<file path="src/rtl/core/ple_pkg.sv">
`timescale 1ns / 1ps
// Package for the positional list engine: sizes, command and status codes,
// per-cell control struct and value conversion helpers. No dependencies.
package ple_pkg;

    localparam int CAPACITY   = 16;
    localparam int DATA_WIDTH = 32;

    localparam int IDX_W = (CAPACITY > 1) ? $clog2(CAPACITY) : 1;
    localparam int CNT_W = $clog2(CAPACITY + 1);
    localparam int CMP_W = ((CNT_W > 8) ? CNT_W : 8) + 1;

    typedef logic [DATA_WIDTH-1:0] t_data;
    typedef logic [IDX_W-1:0]      t_idx;
    typedef logic [CNT_W-1:0]      t_cnt;

    typedef enum logic [2:0] {
        CMD_INS_FIRST = 3'd0,
        CMD_INS_LAST  = 3'd1,
        CMD_INS_AT    = 3'd2,
        CMD_DEL_FIRST = 3'd3,
        CMD_DEL_LAST  = 3'd4,
        CMD_DEL_AT    = 3'd5,
        CMD_DUMP      = 3'd6
    } t_cmd;

    typedef enum logic [1:0] {
        ST_OK     = 2'd0,
        ST_BADPOS = 2'd1,
        ST_FULL   = 2'd2,
        ST_EMPTY  = 2'd3
    } t_status;

    // Shift operation broadcast to every cell of the chain
    typedef enum logic [1:0] {
        CELL_HOLD = 2'd0,
        CELL_INS  = 2'd1,
        CELL_DEL  = 2'd2,
        CELL_ROT  = 2'd3
    } t_cell_op;

    typedef struct packed {
        t_cell_op op;
        t_idx     k;     // insert/delete index, or last index for rotate
        t_data    data;  // value written by an insert
    } t_cell_ctrl;

    // Sign-extend a 32-bit input and keep the low DATA_WIDTH bits
    function automatic t_data to_store(input logic signed [31:0] v);
        logic signed [63:0] w;
        w = 64'(v);
        return w[DATA_WIDTH-1:0];
    endfunction

    // Sign-extend a stored value from DATA_WIDTH and keep 32 bits
    function automatic logic [31:0] to_element(input t_data d);
        logic signed [DATA_WIDTH-1:0] s;
        logic signed [63:0]           w;
        s = d;
        w = 64'(s);
        return w[31:0];
    endfunction

endpackage

</file>
<file path="src/rtl/core/ple_if.sv">
`timescale 1ns / 1ps
// Valid/ready channel interfaces for command beats and result beats.
// Depends on ple_pkg.
interface ple_cmd_if import ple_pkg::*; ();
    logic               valid;
    logic               ready;
    logic [2:0]         command;
    logic signed [31:0] value;
    logic [7:0]         position;

    modport source (output valid, command, value, position, input ready);
    modport sink   (input valid, command, value, position, output ready);
endinterface

interface ple_res_if import ple_pkg::*; ();
    logic               valid;
    logic               ready;
    logic signed [31:0] element;
    logic               element_valid;
    logic               last;
    logic [CNT_W-1:0]   count;
    logic [1:0]         status;

    modport source (output valid, element, element_valid, last, count, status,
                    input ready);
    modport sink   (input valid, element, element_valid, last, count, status,
                    output ready);
endinterface

</file>
<file path="src/rtl/core/ple_cell.sv">
`timescale 1ns / 1ps
// One slot of the list chain: holds a value and loads from a neighbor,
// the new value or the head, as the broadcast op says. Depends on ple_pkg.
module ple_cell import ple_pkg::*; (
    input  logic       i_clk,
    input  t_idx       i_index,
    input  t_cell_ctrl i_ctrl,
    input  t_data      i_left,
    input  t_data      i_right,
    input  t_data      i_head,
    output t_data      o_data
);

    t_data r_data;
    t_data n_data;

    always_comb begin
        n_data = r_data;
        case (i_ctrl.op)
            CELL_INS: begin
                if (i_index == i_ctrl.k) begin
                    n_data = i_ctrl.data;
                end else if (i_index > i_ctrl.k) begin
                    n_data = i_left;
                end
            end
            CELL_DEL: begin
                if (i_index >= i_ctrl.k) begin
                    n_data = i_right;
                end
            end
            CELL_ROT: begin
                // rotate the occupied part by one: head wraps to the last slot
                if (i_index < i_ctrl.k) begin
                    n_data = i_right;
                end else if (i_index == i_ctrl.k) begin
                    n_data = i_head;
                end
            end
            default: n_data = r_data;
        endcase
    end

    always_ff @(posedge i_clk) begin
        r_data <= n_data;
    end

    assign o_data = r_data;

endmodule

</file>
<file path="src/rtl/core/ple_chain.sv">
`timescale 1ns / 1ps
// Row of CAPACITY list cells wired to their neighbors; exposes the head.
// Depends on ple_pkg and ple_cell.
module ple_chain import ple_pkg::*; (
    input  logic       i_clk,
    input  t_cell_ctrl i_ctrl,
    output t_data      o_head
);

    t_data w_data [CAPACITY];

    for (genvar g = 0; g < CAPACITY; g++) begin : g_cell
        t_data w_left;
        t_data w_right;

        if (g == 0) begin : g_first
            assign w_left = i_ctrl.data;
        end else begin : g_mid_l
            assign w_left = w_data[g-1];
        end

        if (g == CAPACITY - 1) begin : g_end
            assign w_right = w_data[g];
        end else begin : g_mid_r
            assign w_right = w_data[g+1];
        end

        ple_cell u_cell (
            .i_clk   (i_clk),
            .i_index (IDX_W'(g)),
            .i_ctrl  (i_ctrl),
            .i_left  (w_left),
            .i_right (w_right),
            .i_head  (w_data[0]),
            .o_data  (w_data[g])
        );
    end

    assign o_head = w_data[0];

endmodule

</file>
<file path="src/rtl/core/positional_list_engine.sv">
`timescale 1ns / 1ps
// Positional list engine top level: command decode, dump sequencer and
// result register around the cell chain. Depends on ple_pkg, ple_if, ple_chain.
//
//  channel | dir | beat payload                                   | handshake
//  i_cmd   | in  | command, value, position                       | valid/ready
//  o_res   | out | element, element_valid, last, count, status    | valid/ready
//
// Insert and delete commands shift the whole chain in the cycle they are taken,
// and the result lands in the output register at the same time.
// Dump of a non-empty list first enters the dump state; each element beat, sent
// when the output slot is free, emits the head cell and rotates the occupied
// cells by one, so after count rotations the list is back in order. An empty
// list dumps as a single status beat. No command is taken during a dump.
// Reset (synchronous, active low) empties the list; cell contents stay as is.
// A stalled result holds the output register; a new command is taken in the
// same cycle the pending result beat is taken.
module positional_list_engine import ple_pkg::*; (
    input  logic         i_clk,
    input  logic         i_rst_n,
    ple_cmd_if.sink      i_cmd,
    ple_res_if.source    o_res
);

    typedef enum logic {
        S_IDLE,
        S_DUMP
    } t_state;

    t_state      r_state,     n_state;
    t_cnt        r_held,      n_held;
    t_idx        r_dump_idx,  n_dump_idx;
    logic        r_out_valid, n_out_valid;
    logic [31:0] r_element,   n_element;
    logic        r_elem_vld,  n_elem_vld;
    logic        r_last,      n_last;
    t_cnt        r_count,     n_count;
    t_status     r_status,    n_status;

    t_cell_ctrl  w_ctrl;
    t_data       w_head;
    logic        w_slot_free;
    logic        w_acc;
    t_cmd        w_cmd;
    logic [CMP_W-1:0] w_pos;
    logic [CMP_W-1:0] w_held_x;
    logic [7:0]  w_pos_m1;
    t_idx        w_last_idx;
    logic        w_dump_end;

    ple_chain u_chain (
        .i_clk  (i_clk),
        .i_ctrl (w_ctrl),
        .o_head (w_head)
    );

    assign w_slot_free = !r_out_valid || o_res.ready;
    assign i_cmd.ready = (r_state == S_IDLE) && w_slot_free;
    assign w_acc       = i_cmd.valid && i_cmd.ready;
    assign w_cmd       = t_cmd'(i_cmd.command);
    assign w_pos       = CMP_W'(i_cmd.position);
    assign w_held_x    = CMP_W'(r_held);
    assign w_pos_m1    = i_cmd.position - 8'd1;
    assign w_last_idx  = IDX_W'(r_held - t_cnt'(1));
    assign w_dump_end  = (r_dump_idx == w_last_idx);

    always_comb begin
        n_state     = r_state;
        n_held      = r_held;
        n_dump_idx  = r_dump_idx;
        n_out_valid = r_out_valid;
        n_element   = r_element;
        n_elem_vld  = r_elem_vld;
        n_last      = r_last;
        n_count     = r_count;
        n_status    = r_status;
        w_ctrl.op   = CELL_HOLD;
        w_ctrl.k    = '0;
        w_ctrl.data = to_store(i_cmd.value);

        // drop the pending beat once it is taken
        if (r_out_valid && o_res.ready) begin
            n_out_valid = 1'b0;
        end

        if (w_acc) begin
            // default: single status beat with no element
            n_out_valid = 1'b1;
            n_element   = '0;
            n_elem_vld  = 1'b0;
            n_last      = 1'b1;
            n_status    = ST_OK;
            case (w_cmd)
                CMD_INS_FIRST, CMD_INS_LAST, CMD_INS_AT: begin
                    if (w_cmd == CMD_INS_AT &&
                        (w_pos == '0 || w_pos > w_held_x + CMP_W'(1))) begin
                        n_status = ST_BADPOS;
                    end else if (r_held == t_cnt'(CAPACITY)) begin
                        n_status = ST_FULL;
                    end else begin
                        w_ctrl.op = CELL_INS;
                        if (w_cmd == CMD_INS_FIRST) begin
                            w_ctrl.k = '0;
                        end else if (w_cmd == CMD_INS_LAST) begin
                            w_ctrl.k = IDX_W'(r_held);
                        end else begin
                            w_ctrl.k = w_pos_m1[IDX_W-1:0];
                        end
                        n_held = r_held + t_cnt'(1);
                    end
                end
                CMD_DEL_FIRST, CMD_DEL_LAST, CMD_DEL_AT: begin
                    if (r_held == '0) begin
                        n_status = ST_EMPTY;
                    end else if (w_cmd == CMD_DEL_AT &&
                                 (w_pos == '0 || w_pos > w_held_x)) begin
                        n_status = ST_BADPOS;
                    end else begin
                        w_ctrl.op = CELL_DEL;
                        if (w_cmd == CMD_DEL_FIRST) begin
                            w_ctrl.k = '0;
                        end else if (w_cmd == CMD_DEL_LAST) begin
                            w_ctrl.k = w_last_idx;
                        end else begin
                            w_ctrl.k = w_pos_m1[IDX_W-1:0];
                        end
                        n_held = r_held - t_cnt'(1);
                    end
                end
                CMD_DUMP: begin
                    if (r_held != '0) begin
                        // hold off the output; the dump sequencer fills it
                        n_out_valid = 1'b0;
                        n_state     = S_DUMP;
                        n_dump_idx  = '0;
                    end
                end
                default: n_status = ST_OK;
            endcase
            n_count = n_held;
        end

        if (r_state == S_DUMP && w_slot_free) begin
            // emit the head and rotate it to the tail of the occupied cells
            n_out_valid = 1'b1;
            n_element   = to_element(w_head);
            n_elem_vld  = 1'b1;
            n_last      = w_dump_end;
            n_count     = r_held;
            n_status    = ST_OK;
            w_ctrl.op   = CELL_ROT;
            w_ctrl.k    = w_last_idx;
            n_dump_idx  = r_dump_idx + t_idx'(1);
            if (w_dump_end) begin
                n_state = S_IDLE;
            end
        end
    end

    always_ff @(posedge i_clk) begin
        if (!i_rst_n) begin
            r_state     <= S_IDLE;
            r_held      <= '0;
            r_dump_idx  <= '0;
            r_out_valid <= 1'b0;
        end else begin
            r_state     <= n_state;
            r_held      <= n_held;
            r_dump_idx  <= n_dump_idx;
            r_out_valid <= n_out_valid;
        end
        r_element  <= n_element;
        r_elem_vld <= n_elem_vld;
        r_last     <= n_last;
        r_count    <= n_count;
        r_status   <= n_status;
    end

    assign o_res.valid         = r_out_valid;
    assign o_res.element       = r_element;
    assign o_res.element_valid = r_elem_vld;
    assign o_res.last          = r_last;
    assign o_res.count         = r_count;
    assign o_res.status        = r_status;

    // The list never grows past its capacity
    a_held_bound: assert property (@(posedge i_clk) disable iff (!i_rst_n)
        r_held <= t_cnt'(CAPACITY))
        else $error("list count exceeds capacity");

    // A beat without an element closes its command and carries zero
    a_no_elem_last: assert property (@(posedge i_clk) disable iff (!i_rst_n)
        (r_out_valid && !r_elem_vld) |-> (r_last && r_element == '0))
        else $error("element-less beat not final or nonzero");

    // The count moves only when a command is taken
    a_held_stable: assert property (@(posedge i_clk) disable iff (!i_rst_n)
        !w_acc |=> $stable(r_held))
        else $error("count changed without a command");

    // A dump beat always reports a non-empty list
    a_dump_count: assert property (@(posedge i_clk) disable iff (!i_rst_n)
        (r_out_valid && r_elem_vld) |-> (r_count != '0 && r_status == ST_OK))
        else $error("dump beat with empty count or bad status");

endmodule
</file>
<file path="src/flat_wrapper.sv">
// flat-port wrapper written by rule: the top's interface ports become plain ports
module positional_list_engine_flat import ple_pkg::*;
  (i_clk, i_rst_n, i_cmd_valid, i_cmd_command, i_cmd_value, i_cmd_position, i_cmd_ready, o_res_valid, o_res_element, o_res_element_valid, o_res_last, o_res_count, o_res_status, o_res_ready);
  ple_cmd_if i_cmd_i ();
  ple_res_if o_res_i ();
  input  logic i_clk;
  input  logic i_rst_n;
  input wire logic [$bits(i_cmd_i.valid)-1:0] i_cmd_valid;
  input wire logic [$bits(i_cmd_i.command)-1:0] i_cmd_command;
  input wire logic [$bits(i_cmd_i.value)-1:0] i_cmd_value;
  input wire logic [$bits(i_cmd_i.position)-1:0] i_cmd_position;
  output wire logic [$bits(i_cmd_i.ready)-1:0] i_cmd_ready;
  output wire logic [$bits(o_res_i.valid)-1:0] o_res_valid;
  output wire logic [$bits(o_res_i.element)-1:0] o_res_element;
  output wire logic [$bits(o_res_i.element_valid)-1:0] o_res_element_valid;
  output wire logic [$bits(o_res_i.last)-1:0] o_res_last;
  output wire logic [$bits(o_res_i.count)-1:0] o_res_count;
  output wire logic [$bits(o_res_i.status)-1:0] o_res_status;
  input wire logic [$bits(o_res_i.ready)-1:0] o_res_ready;
  assign i_cmd_i.valid = i_cmd_valid;
  assign i_cmd_i.command = i_cmd_command;
  assign i_cmd_i.value = i_cmd_value;
  assign i_cmd_i.position = i_cmd_position;
  assign i_cmd_ready = i_cmd_i.ready;
  assign o_res_valid = o_res_i.valid;
  assign o_res_element = o_res_i.element;
  assign o_res_element_valid = o_res_i.element_valid;
  assign o_res_last = o_res_i.last;
  assign o_res_count = o_res_i.count;
  assign o_res_status = o_res_i.status;
  assign o_res_i.ready = o_res_ready;
  positional_list_engine u_core (.i_clk(i_clk), .i_rst_n(i_rst_n), .i_cmd(i_cmd_i), .o_res(o_res_i));
endmodule
</file>
<file path="config.mk">
export PLATFORM = sky130hd
export DESIGN_NAME = positional_list_engine_flat
export DESIGN_NICKNAME = d
export VERILOG_FILES = /design/src/rtl/core/ple_pkg.sv /design/src/rtl/core/ple_if.sv /design/src/rtl/core/ple_cell.sv /design/src/rtl/core/ple_chain.sv /design/src/rtl/core/positional_list_engine.sv /design/src/flat_wrapper.sv
export SDC_FILE = /design/constraint.sdc
export NUM_CORES = 1
export LEC_CHECK = 0
export BUFFER_PORTS_ARGS = -buffer_cell sky130_fd_sc_hd__buf_2
export CAP_MARGIN = 20
export CORE_MARGIN = 4
export CORE_UTILIZATION = 31
export DETAILED_ROUTE_END_ITERATION = 10
export PLACE_DENSITY_LB_ADDON = 0.05
export SLEW_MARGIN = 25
export SYNTH_ARGS = -nofsm -noshare
export SYNTH_HDL_FRONTEND = slang
export SYNTH_SLANG_ARGS = --single-unit
</file>
<file path="constraint.sdc">
create_clock -name i_clk -period 6.2 [get_ports i_clk]
set_input_delay 0.31 -clock i_clk [delete_from_list [all_inputs] [get_ports i_clk]]
set_output_delay 0.31 -clock i_clk [all_outputs]
set_load 0.1 [all_outputs]
</file>
==> flow_metrics.tcl, run 1 <==
set metrics [dict create \
    netlist_top_cells_area "edfxtp_1, mux2i_1, a221o_1" \
    clock-root-buffer "clkbuf_16" \
    synth_cells 2730 \
    slew_headroom 0.2610 \
    syn_avg_cell_area_um2 11.46 \
    grt_use_total 0.2529 \
    cp.required_ns 6.46 \
    tightest_slew_ns 1.104 \
    ant_nets 0 \
    p_per_area_nw_per_um2 296.3 \
    grt_pass1_vias 26050 \
    grt_max_degree 135 \
    dp_slack_ns 0.9558 \
    num_vias 25580 \
    ys_ff_latch 564 \
    ys_warn_count 0 \
    placement.io_buffers 89 \
    drive_gt1_frac 0.1432 \
    design_area_um2 36060 \
    max_cap_violations 0 \
    reg2reg_slack_ns 0.91 \
    die_area_um2 106000 \
    cp_cell_sequence "inv_1, nor3_1, xnor2_1, ha_1, and4_1, a211oi_1, nor3_1, o21ai_1, nand2_4, buf_4, o21ai_4, inv_1, o21ai_4, buf_4" \
    worst_slack_ns 0.9052 \
    clock_tree.htree_level_count 3 \
    core-area_um2 100100 \
    antenna_found_initial 4 \
    dpl.hpwl_um 81710 \
    start_kind "flip-flop" \
    min_path_cells 2 \
    grt_setup_unrepaired "false" \
    crit_fanout 24 \
    postSynthNetCount 2793 \
    setup_violations 0 \
    grt_pass1_wl_um 195900 \
    min_to "u_core.r_dump_idx[0]" \
    overflow 0 \
    drtIter0Drc 2829 \
    postSynth.asyncResetShare 0 \
    cts.repair.resized 0 \
    hold_viol 0 \
    critPathKind "reg -> reg" \
    worstReg2RegStart "u_core.r_held[2]" \
    end_kind "flip-flop" \
    syn_to_final_growth_pct 15.31 \
    wl_per_cell_um 34.17 \
    cts_made_buffers 71 \
    place_area_um2 33760 \
    crit_buf_inv 4 \
    viasPerCell 6.272 \
    nets 2789 \
    hold_start "i_rst_n" \
    rr_endpoint "u_core.u_chain.g_cell[8].u_cell.o_data[21]" \
    fin_setup_tns_ns 0 \
    worst_path_max_delay_cell "dfxtp_1" \
    drv_slew 0 \
    ys_types 76 \
    holdWs_ns 0.05314 \
    outcome "finished, final reports clean" \
    die_h_um 325.6 \
    ir_drop_uv 153.0 \
    yosysTopAreaCellShare 0.5281 \
    fmax_ghz 0.1889 \
    reg2regPathDepth 14 \
    syn-cell-area_um2 31270 \
    fp.dieW_um 325.6 \
    cts.clk_slew.worst_paths_ns 0.06 \
    first_pass_iters 8 \
    ys.flop_type "edfxtp_1" \
    drc_errors 0 \
    fin_crit_ns 5.295 \
    max_stage_delay_ns 0.59 \
    p_leak_uw 0.01439 \
    cts_sinks 564 \
    rows 116 \
    io_pins 90 \
    drt-total-wl_um 139400 \
    worstPathArrival_ns 5.55 \
    skew_ns 0.01836 \
    clk_path_buf_depth 3 \
    yosys.area.top_type "edfxtp_1" \
    timing.final.crit_share 0.8540 \
    num-fill-cells 9834 \
    gp_congestion 0.8311 \
    cts_tree "built" \
    utilization 0.3601 \
    hp-class "in -> reg" \
    initial_core_util 0.3123 \
    clkLatencyLatePin_ns 0.64 \
    path_delay_family "compound AO/OA/AOI/OAI gates" \
    seq_area_frac_synth 0.5370 \
    synth_edf_count 550 \
]
logic make-up after synthesis:
logic type / after synthesis / synth area share
compound gates: 791 / 0.2002
mux: 385 / 0.1257
fa+ha+maj: 16 / 0.006401
flops: 564 / 0.5370
simple gates: 656 / 0.08633
xor+xnor: 15 / 0.004201
buf+inv: 303 / 0.04005
through the flow:
step,power (µW),std cells
final,10690,4079
after CTS,10770,4078
after global placement,6455,3948
after detailed placement,6488,3950
after floorplan,5811,2730
after global routing,11050,4079
worst register-to-register path, delay by kind of cell, from the launching register on:
family	cells	cell delay [ns]
buffers and inverters	4	1.32
DFF	1	0.59
AOI/OAI and AO/OA	4	1.40
adders and majority gates	1	0.28
xor gates and xnor gates	1	0.17
and+or+nand+nor	4	1.14
layout make-up:
| cell class | instances | area [µm²] | share of cell area |
|---|---|---|---|
| inverter | 43 | 161.4 | 0.004476 |
| clock inverter | 43 | 380.4 | 0.01055 |
| antenna | 1 | 2.502 | 0.00006939 |
| clock buffer | 84 | 1911 | 0.05298 |
| multi-input combinational | 1863 | 13780 | 0.3821 |
| tap | 1298 | 1624 | 0.04504 |
| sequential | 564 | 16800 | 0.4658 |
| timing repair buffer | 183 | 1406 | 0.03900 |
timing repair:
item / CTS / global route
hold buffers: 1 / 0
setup buffers: 0 / 0
hold endpoints to repair: 1 / 0
state kept, by name (all words and copies together), names as in the netlist:
| name | flops |
|---|---|
| u_core.o_res.element_valid | 1 |
| u_core.o_res.status | 2 |
| u_core.o_res.element | 32 |
| u_core.o_res.valid | 1 |
| u_core.o_res.count | 5 |
| u_core.r_dump_idx | 4 |
| u_core.r_held | 5 |
| u_core.o_res.last | 1 |
| u_core.r_state | 1 |
| u_core.u_chain.g_cell.u_cell.o_data | 512 |
cell usage in the layout (no fill, tap or decap), types with 16 or more instances in the layout:
cell type / count
mux2_2: 36
a21oi_1: 22
a221o_1: 222
buf_12: 17
edfxtp_1: 550
clkinv_1: 19
o2bb2ai_1: 32
a22oi_1: 64
buf_2: 89
clkbuf_16: 75
inv_1: 42
nor2_1: 113
a32oi_1: 32
a31oi_1: 35
nand2_1: 446
mux2i_1: 322
a221oi_1: 33
a311o_1: 31
buf_4: 74
o221ai_1: 63
ha_1: 16
o21ai_0: 179
mux2_1: 27
power breakdown:
group / switching (µW) / total, µW / internal [µW]
logic: 1140 / 1650 / 508
clock network: 1760 / 4250 / 2480
registers: 179 / 4790 / 4610
total: 3080 / 10700 / 7600
worst max path at each step:
stage | startpoint | endpoint | slack [ns] | cells past startpoint
detailed placement | u_core.r_held[2] | u_core.u_chain.g_cell[8].u_cell.o_data[16] | 0.96 | 14
global route | u_core.r_held[2] | u_core.u_chain.g_cell[8].u_cell.o_data[21] | 0.55 | 14
CTS | u_core.r_held[2] | u_core.u_chain.g_cell[8].u_cell.o_data[21] | 0.94 | 14
floorplan | u_core.r_held[0] | u_core.u_chain.g_cell[10].u_cell.o_data[0] | 0.06 | 15
finish | u_core.r_held[2] | u_core.u_chain.g_cell[8].u_cell.o_data[21] | 0.91 | 14
global placement | u_core.r_held[2] | u_core.u_chain.g_cell[6].u_cell.o_data[21] | 0.94 | 13
synth_stat cells, types with 8 or more instances:
cell type,count
a21oi_1,28
a221o_1,222
a221oi_1,33
a22oi_1,64
a311o_1,31
a31oi_1,36
a32oi_1,32
buf_2,49
buf_4,12
clkbuf_1,192
dfxtp_1,14
edfxtp_1,550
ha_1,16
inv_1,43
mux2_1,27
mux2_2,36
mux2i_1,322
nand2_1,455
nand3_1,18
nor2_1,118
nor2b_1,13
o21ai_0,183
o21ai_1,11
o221ai_1,63
o22ai_1,8
o2bb2ai_1,33
xnor2_1,9
per-layer routing:
layer | GRT usage | share of wire | vias up
li1 | - | - | 10810
met1 | 0.3515 | 0.45 | 13260
met2 | 0.4021 | 0.46 | 1238
met3 | 0.03645 | 0.064 | 281
met4 | 0.09213 | 0.036 | 2
met5 | 0 | 0.00012 | -
No activity file was read; power rests on OpenSTA's default activity.
==> run 2, diff against run 1 <==
--- a/config.mk
+++ b/config.mk
@@ -5,6 +5,7 @@
 export SDC_FILE = /design/constraint.sdc
 export NUM_CORES = 1
 export LEC_CHECK = 0
+export ABC_AREA = 1
 export BUFFER_PORTS_ARGS = -buffer_cell sky130_fd_sc_hd__buf_2
 export CAP_MARGIN = 20
 export CORE_MARGIN = 4
==> run 2 against run 1 <==
  * Maximum frequency decreased by 1.1%
  * Clock skew rose by 0.011 ns
  * Global-route usage rose by 3.2 points
  * Sequential share of layout area fell by 4.2 points
  * Largest power group unchanged
==> flow_metrics.tcl, run 2 <==
set metrics [dict create \
    outcome "finished, final reports clean" \
    stdcell_count 6155 \
    clock-root-buffer "clkbuf_16" \
    placement.io_buffers 89 \
    nets 4665 \
    grt_max_degree 142 \
    skew_ns 0.02933 \
    fp.dieW_um 345.3 \
    seq_area_frac_synth 0.4763 \
    critPathKind "reg -> reg" \
    first_pass_iters 6 \
    ir_drop_uv 191.0 \
    cp.required_ns 6.47 \
    mostFrequentLayoutCells "nand2_1, nand3_1, edfxtp_1, inv_1, o21ai_0" \
    synth_cells 4643 \
    timing.final.crit_share 0.8633 \
    fin_crit_ns 5.353 \
    hold_viol 0 \
    drv_slew 0 \
    dpl.hpwl_um 106400 \
    start_kind "flip-flop" \
    rows 123 \
    viasPerCell 5.511 \
    io_pins 90 \
    postSynth.asyncResetShare 0 \
    ys_warn_count 0 \
    cts_made_buffers 75 \
    max_cap_violations 0 \
    syn_avg_cell_area_um2 7.595 \
    slew_headroom 0.2469 \
    hp-class "in -> reg" \
    end_kind "flip-flop" \
    syn_to_final_growth_pct 12.50 \
    grt_use_total 0.2848 \
    p_per_area_nw_per_um2 364.0 \
    yosysTopAreaCellShare 0.4684 \
    gp_congestion 0.8418 \
    max_stage_delay_ns 0.69 \
    die_h_um 345.3 \
    wl_per_cell_um 28.52 \
    overflow 0 \
    largest_reg_flops 512 \
    drtIter0Drc 4099 \
    ant_nets 0 \
    drt-total-wl_um 175500 \
    grt_setup_unrepaired "false" \
    tightest_slew_ns 1.127 \
    fin_setup_tns_ns 0 \
    holdWs_ns 0.02595 \
    syn-cell-area_um2 35260 \
    final_common_cell "nand2_1" \
    crit_top_cell "nand2_1" \
    num_vias 33920 \
    crit_fanout 20 \
    ys_types 44 \
    yosys.area.top_type "edfxtp_1" \
    cts_sinks 564 \
    synthTopCellsByCount "nand2_1, nand3_1, edfxtp_1" \
    worstPathArrival_ns 5.63 \
    clkLatencyLatePin_ns 0.66 \
    clock_tree.htree_level_count 3 \
    cts_tree "built" \
    die_area_um2 119200 \
    p_leak_uw 0.01654 \
    ys_ff_latch 564 \
    synth.most_common_cell "nand2_1" \
    drc_errors 0 \
    netlist_top_cells_area "edfxtp_1, nand2_1, nand3_1" \
    place_area_um2 37330 \
    place_inst 6015 \
    setup_violations 0 \
    drive_gt1_frac 0.08663 \
    initial_core_util 0.3130 \
    synth_edf_count 550 \
    core-area_um2 112700 \
    cts.clk_slew.worst_paths_ns 0.06 \
    clk_path_buf_depth 3 \
    cts.repair.resized 0 \
    worst_path_max_delay_cell "o22ai_4" \
    ys.flop_type "edfxtp_1" \
    power_uw 14440 \
    design_area_um2 39670 \
    antenna_found_initial 9 \
    cp_cell_sequence "inv_2, ha_1, inv_1, ha_1, nand2_1, nand2_1, nand2_1, nand2_1, nand2_1, nand2_1, nand2_1, nand2_1, nand2_1, o21ai_0, nor2_1, nand2_1, nand2_1, nand2_1, o22ai_4, buf_4" \
    fmax_ghz 0.1868 \
    grt_pass1_vias 32420 \
    postSynthNetCount 4706 \
    grt_pass1_wl_um 247200 \
]
[run 2: cell types whose count changed after synthesis, sizes merged, moves of 63 or more]
cell	change
o21ai	+211
buf	+144
nand3	+747
clkbuf	-82
nand2	+1083
mux2i	-322
o221ai	-63
a21oi	+140
inv	+516
mux2	-63
a221o	-222
[run 2: report_power, final]
part / internal, µW / leakage, µW / switching (µW)
logic: 1140 / 0.0102 / 3470
clock network: 2370 / 0.00107 / 1850
registers: 5230 / 0.00528 / 383
[run 2: timing repair]
action | CTS | global route
setup buffers | 0 | 0
hold buffers | 10 | 0
hold endpoints to repair | 13 | 0
[run 2: area by class of cell]
cell class / instances / area [µm²]
fill: 12060 / 72990
clock buffer: 105 / 2042
inverter: 559 / 2113
multi-input combinational: 3198 / 15050
clock inverter: 22 / 181.4
tap: 1500 / 1877
antenna: 3 / 7.507
timing repair buffer: 204 / 1597
sequential: 564 / 16800
[run 2: final timing paths]
| check | to | startpoint | slack, ns | depth (start not counted) |
|---|---|---|---|---|
| setup / recovery | u_core.u_chain.g_cell[2].u_cell.o_data[8] | u_core.r_held[0] | 0.85 | 20 |
| hold / removal | u_core.u_chain.g_cell[1].u_cell.o_data[26] | i_cmd_value[26] | 0.03 | 3 |
| hold reg to reg | u_core.o_res.element_valid | u_core.o_res.element_valid | 0.45 | 2 |
| setup reg to reg | u_core.u_chain.g_cell[2].u_cell.o_data[8] | u_core.r_held[0] | 0.85 | 20 |
[run 2: cell families after synthesis]
| family | share of synthesized area |
|---|---|
| AND/OR/NAND/NOR | 0.2959 |
| buffers and inverters | 0.1049 |
| adder cells (fa/ha/maj) | 0.005677 |
| XOR/XNOR | 0.002449 |
| flip-flops | 0.4763 |
| AO/OA/AOI/OAI | 0.1147 |
[run 2: worst max-delay path, delay by kind of cell, from the launching register on]
kind	cells	cell delay, ns
compound gates	2	0.91
simple gates	13	2.03
fa+ha+maj	2	0.62
flops	1	0.47
buf+inv	3	0.91
[run 2: through the flow]
| stage | utilization | worst slack [ns] |
|---|---|---|
| CTS | 0.3520 | 0.9313 |
| global route | 0.3521 | 0.5278 |
| detailed placement | 0.3314 | 0.9499 |
| floorplan | - | 0.0005418 |
| global placement | 0.3314 | 0.9871 |
| finish | 0.3521 | 0.8474 |
[run 2: per-layer routing]
layer / track usage / share of wire / vias to the layer above
met5: 0 / 0 / -
met4: 0.08467 / 0.033 / 0
met3: 0.04623 / 0.073 / 269
met2: 0.4485 / 0.45 / 1559
met1: 0.4028 / 0.45 / 16700
li1: - / - / 15400
